File: src/rtl/four_direction_sobel_rgb_defines.svh
// Assertion macros used by the top module of the four-direction edge filter.
`ifndef FOUR_DIRECTION_SOBEL_RGB_DEFINES_SVH
`define FOUR_DIRECTION_SOBEL_RGB_DEFINES_SVH

// Same-cycle implication, sampled on clk, off while arst_n is low.
`define FDSR_ASSERT_IMP(name, ante, cons) \
	name: assert property (@(posedge clk) disable iff (!arst_n) (ante) |-> (cons)) \
		else $error("fdsr check failed");

// Next-cycle implication, sampled on clk, off while arst_n is low.
`define FDSR_ASSERT_NXT(name, ante, cons) \
	name: assert property (@(posedge clk) disable iff (!arst_n) (ante) |=> (cons)) \
		else $error("fdsr check failed");

`endif

File: src/rtl/fdsr_pkg.sv
`default_nettype none

package fdsr_pkg;

	localparam int COL_W   = 10;
	localparam int ROW_W   = 12;
	localparam int HGT_MAX = 4096;

	// Configuration register indexes
	localparam logic [0:0] REG_WIDTH  = 1'b0;
	localparam logic [0:0] REG_HEIGHT = 1'b1;

	typedef logic [7:0]       chan_t;
	typedef logic [23:0]      pix_t;   // red [23:16], green [15:8], blue [7:0]
	typedef pix_t [8:0]       win_t;   // [row*3 + col], rows r-2..r, cols c-2..c
	typedef chan_t [8:0]      lane_win_t;

	// Pending results of one pixel: bit 0 up-left, 1 left on last row,
	// 2 up at row end, 3 current at row end of last row
	typedef struct packed {
		logic [3:0]       mask;
		logic [COL_W-1:0] col;
		logic [ROW_W-1:0] row;
	} job_t;

	// Summed kernel weight of window element [dy*3 + dx]
	localparam logic signed [4:0] SOB_W [9] = '{
		5'sd4,  5'sd4,  5'sd2,
		5'sd2,  5'sd0, -5'sd2,
		-5'sd2, -5'sd4, -5'sd4
	};

	// Shift the window by row and column base; elements beyond read as zero
	function automatic win_t shape_window(input win_t w, input logic rb, input logic cb);
		win_t g;
		int   sy;
		int   sx;
		for (int dy = 0; dy < 3; dy++) begin
			for (int dx = 0; dx < 3; dx++) begin
				sy = dy + int'(rb);
				sx = dx + int'(cb);
				if (sy <= 2 && sx <= 2) begin
					g[dy*3 + dx] = w[sy*3 + sx];
				end else begin
					g[dy*3 + dx] = '0;
				end
			end
		end
		return g;
	endfunction

endpackage

`default_nettype wire

File: src/rtl/fdsr_lane.sv
`default_nettype none

module fdsr_lane import fdsr_pkg::*; (
	input  logic      clk,
	input  logic      en,
	input  lane_win_t pix,
	output chan_t     mag
);

	logic signed [12:0] acc;
	logic signed [12:0] sum_s4;
	logic        [12:0] abs_v;

	// Weighted sum over the nine window bytes
	always_comb begin
		acc = '0;
		for (int k = 0; k < 9; k++) begin
			acc = acc + $signed({5'b0, pix[k]}) * 13'(SOB_W[k]);
		end
	end

	// Hold the sum for the output stage
	always_ff @(posedge clk) begin
		if (en) begin
			sum_s4 <= acc;
		end
	end

	// |trunc(sum/32)| is |sum| >> 5; the peak of 3060/32 stays below 255
	always_comb begin
		abs_v = sum_s4[12] ? 13'(-sum_s4) : 13'(sum_s4);
		mag   = abs_v[12:5];
	end

endmodule

`default_nettype wire

File: config.mk
export PLATFORM = sky130hd
export DESIGN_NAME = fdsr_lane
export DESIGN_NICKNAME = d
export VERILOG_FILES = /design/src/rtl/four_direction_sobel_rgb_defines.svh /design/src/rtl/fdsr_pkg.sv /design/src/rtl/fdsr_lane.sv
export SDC_FILE = /design/constraint.sdc
export NUM_CORES = 1
export LEC_CHECK = 0
export BUFFER_PORTS_ARGS = -buffer_cell sky130_fd_sc_hd__buf_2
export CAP_MARGIN = 40
export CORE_ASPECT_RATIO = 1.5
export CORE_MARGIN = 10
export CORE_UTILIZATION = 30
export CTS_CLUSTER_SIZE = 14
export DETAILED_ROUTE_END_ITERATION = 10
export GPL_TIMING_DRIVEN = 0
export MAX_ROUTING_LAYER = met4
export PLACE_DENSITY_LB_ADDON = 0.05
export SLEW_MARGIN = 40
export SYNTH_ARGS = -nofsm -noshare
export SYNTH_HDL_FRONTEND = slang
export SYNTH_SLANG_ARGS = --single-unit
File: constraint.sdc
create_clock -name clk -period 5.05 [get_ports clk]
set_input_delay 0 -clock clk [delete_from_list [all_inputs] [get_ports clk]]
set_output_delay 0 -clock clk [all_outputs]
set_load 0.01 [all_outputs]
# Word-level counts from Yosys, hierarchy flattened
# Index checks and enable logic that the tools add are counted.
# op_classes
addsub	12
mul	0
div	0
order_cmp	0
eq_ne	0
n_shift	0
n_mux	1
bitwise	0
n_reduce_logical	0
# ops
cell	n
adder 13 bit	4
negation 8 -> 12 bit	2
negation 8 -> 11 bit	2
adder 12 x 9 -> 13 bit	1
two-way mux 13 bit	1
negation 13 bit	1
adder 11 x 9 -> 12 bit	1
adder 10 x 10 -> 11 bit	1
# word_totals
reg_bits	13
latch_bits	0
mem_bits_rw	0
rom_bits	0
out_inout_bits	8
memories	0

# Longest topological paths before layout
# depth
ltp_word	7
mapped_depth	17

# Least setup slack after synthesis
# OpenSTA, ideal clock, no wires.
# synth_timing
path_kind	in2reg
from	input port pix[46] in the netlist's numbering
to	register sum_s4[12] (data pin)
setup_time_ps	268
arrival_ps	4344
t_required_ps	4782
slack_ps	438
cell_stages	17
n_path_buf	0
cell_sequence	or4_4 nand2b_4 xor2_1 fa_1 inv_1 fa_1 inv_1 fa_1 inv_1 fa_1 inv_1 ha_1 a21oi_1 nor2b_1 a311oi_1 a21oi_2 xnor3_1
# synth_between
elab_chain_cells	5
# synth_rtl
element	line_no	source
start: declaration	fdsr_lane.sv:6	input lane_win_t pix,
negation 8 -> 12 bit (implied by the code)	fdsr_lane.sv:18	acc = acc + $signed({5'b0, pix[k]}) * 13'(SOB_W[k]);
adder 13 bit (4 in a row)	fdsr_lane.sv:18	
named net acc[12]	fdsr_lane.sv:10	logic signed [12:0] acc;
end signal: assignment	fdsr_lane.sv:25	sum_s4 <= acc;
end: declaration	fdsr_lane.sv:11	logic signed [12:0] sum_s4;
# The timed path passes the listed nets, and every way through them passes these cells.
# A chain may end at the register's enable or synchronous reset.

# Final worst setup path
# Ends and elaborated chain as after synthesis.

==> metrics.cfg <==
[final_layout]
reg.largest.list = sum_s4 x12
final_util_pct = 36.7
area_growth_pct = 20.7
largest_reg_flops = 12
fin_nets = 507
top_register = sum_s4
fillers = 968
drive_above_1_share_pct = 24.3
diodes = 0
final_cells = 474

[setup_path]
crit_chain = buf_2 > or4_4 > nand2b_4 > xor2_1 > fa_1 > inv_1 > fa_1 > inv_1 > fa_1 > inv_1 > fa_1 > inv_1 > ha_1 > a21oi_1 > nor2b_1 > a311oi_1 > a21oi_2 > xnor3_1
max_stage_delay_ps = 530
crit_arrival_ps = 4730
cp-end-kind = flip-flop
cp-startpoint = pix[46]
start_kind = primary input
setup.worst_path.class = in -> reg
cpMaxStageDelayCell = or4_4
worstPathRequired_ps = 5020
path_max_fanout = 5

[route]
drtIter0Drc = 31
antenna_left = 0
drcViolationCount = 0
wl_per_cell_um = 13.9
wirelength_um = 6580
vias = 2044
via_per_inst = 4.31
first_pass_iters = 4

[sta]
max_slew_margin_pct = 60.2
min_period_over_period_pct = 94.4
final_max_slew_viol_count = 0
setup_viol = 0
final_hold_viol_count = 0
layout_min_cycle_time_ps = 4770
fmax_mhz = 210
rsz0062_at_grt = no
whs_ps = 151
worstMarginPinSlew_ps = 593

[flow_run]
maxCapViolations = 0

[synth]
synthesis.nets = 429
yosys-top-cells-area = fa_1 (37%), edfxtp_1 (13%), inv_1 (12%)
synth_top_area_share_pct = 37.2
synth_edf_count = 12
seq_area_frac_synth_pct = 12.9
synthesis.area_sq_um = 2800
synth_seq_cells = 12
synth_ff_type = edfxtp_1
synth_warnings = 0
synthCells = 286
synth.largest_area_cell = fa_1
synth_area_per_cell_sq_um = 9.79
async_reset_ff_share_pct = 0
synth_most_common_cell = inv_1
yosysUniqueCellTypes = 33
synth_commonest_cells = inv_1 (89), fa_1 (52), xnor2_1 (25)

[floorplanning]
core_area_sq_um = 9200
num_rows = 43
dieArea_sq_um = 13700
initial_utilization_pct = 30.4
boundaryPins = 82
die_h_um = 138
die_width_um = 98.9

[power_and_ir_drop]
sw_frac_of_total_pct = 42.9
clockPowerShare_pct = 8.3
p_switching_w = 0.000708
p_seq_share_pct = 17.3
p_total_w = 0.00165
vdd_drop_max_mv = 0.283
p_int_w = 0.000941
combPwrFrac_pct = 74.4
power_density_nw_per_um2 = 488
leakage_nw = 1.69

[clock_network]
clock_sinks = 12
cts_tree = yes
cts_buffers = 3
h-tree-depth = 1
cts_resized = 0
post-cts-setup-buffer-count = 0
postCtsHoldBufs = 0
cts-root-buf = clkbuf_16
cts.clk_slew.worst_paths_ps = 40
clk_path_buf_depth = 2

[min_path]
hp-class = in -> reg
hold_start = en

[placement]
gp_congestion = 0.893
dp.cells = 471
dp_hpwl_um = 6380
portBuffers = 73

[grt]
grt_pass1_vias = 2426
antenna_found_initial = 0
track_usage_pct = 10.3
grt_overflow = 0
grt_max_degree = 13
grt_first_pass_wirelength_um = 11100

[run_status]
status = complete, no violations

[power by group through the flow]
stage	Combinational (W)	Sequential, W	Clock, W
floorplan	0.000954	0.000279	0
global placement	0.00126	0.000288	0
detailed placement	0.00127	0.000288	0
CTS	0.00128	0.000287	0.000140
global route	0.00144	0.000295	0.000147
finish	0.00123	0.000285	0.000137
[critical path, delay by kind of cell]
kind	cells	cell delay [ps]
buffers and inverters	5	330
and+or+nand+nor	3	760
AOI/OAI and AO/OA	3	680
adders and majority gates	5	2400
xor gates and xnor gates	2	560
[area by class of cell]
type,count,area (sq um),area share [%]
inverters,89,334,9.89
well taps,112,140,4.15
clock buffers,3,75.1,2.22
repair buffers,73,365,10.8
flip-flops and latches,12,360,10.7
multi-input cells,185,2100,62.3
[cells in the final DEF (no fill, tap or decap), types with 2 or more instances in the layout]
cell and count:
xnor3_1 2, xnor2_1 25, ha_1 17, or4_4 2, nor2_1 16, inv_1 89, nor2b_1 2, a21oi_1 4
xor2_1 15, edfxtp_1 12, nand3_1 3, clkbuf_16 3, nor3_1 5, or3_1 2, fa_1 52, nand2_1 13
o21ai_1 2, nor4_1 4, buf_2 73, nor3_4 2, nand2b_1 5
[cells by family (layout without fill, tap and decap cells)]
logic type / Yosys count / after routing / synth area share [%]
AO/OA/AOI/OAI: 12 / 12 / 2.82
XOR/XNOR: 43 / 43 / 14.7
adder cells (fa/ha/maj): 69 / 69 / 44.8
buffers and inverters: 89 / 165 / 11.9
flip-flops: 12 / 12 / 12.9
AND/OR/NAND/NOR: 61 / 61 / 12.9
[worst paths after layout]
path	end	slack, ps	depth (start not counted)
worst max-delay path	sum_s4[12]	280	18
worst min-delay path	sum_s4[1]	150	1
[layer usage]
metal  vias up  track usage [%]  part of all wire [%]
li1       1001                -                     -
met3         8             1.25                   3.1
met1       980             10.6                    37
met2        55             19.2                    56
met5         -                -                     0
met4         0             3.71                   3.2
[through the flow]
step	instance area [sq um]	TNS [ps]	setup slack [ps]
5_1_grt	3380	0	50.4
3_3_place_gp	3300	-2.37	-2.37
2_1_floorplan	2800	0	438
6_report	3380	0	282
4_1_cts	3380	0	235
3_5_place_dp	3300	-1.87	-1.87
Note: power is estimated with default switching activity, not from simulation.
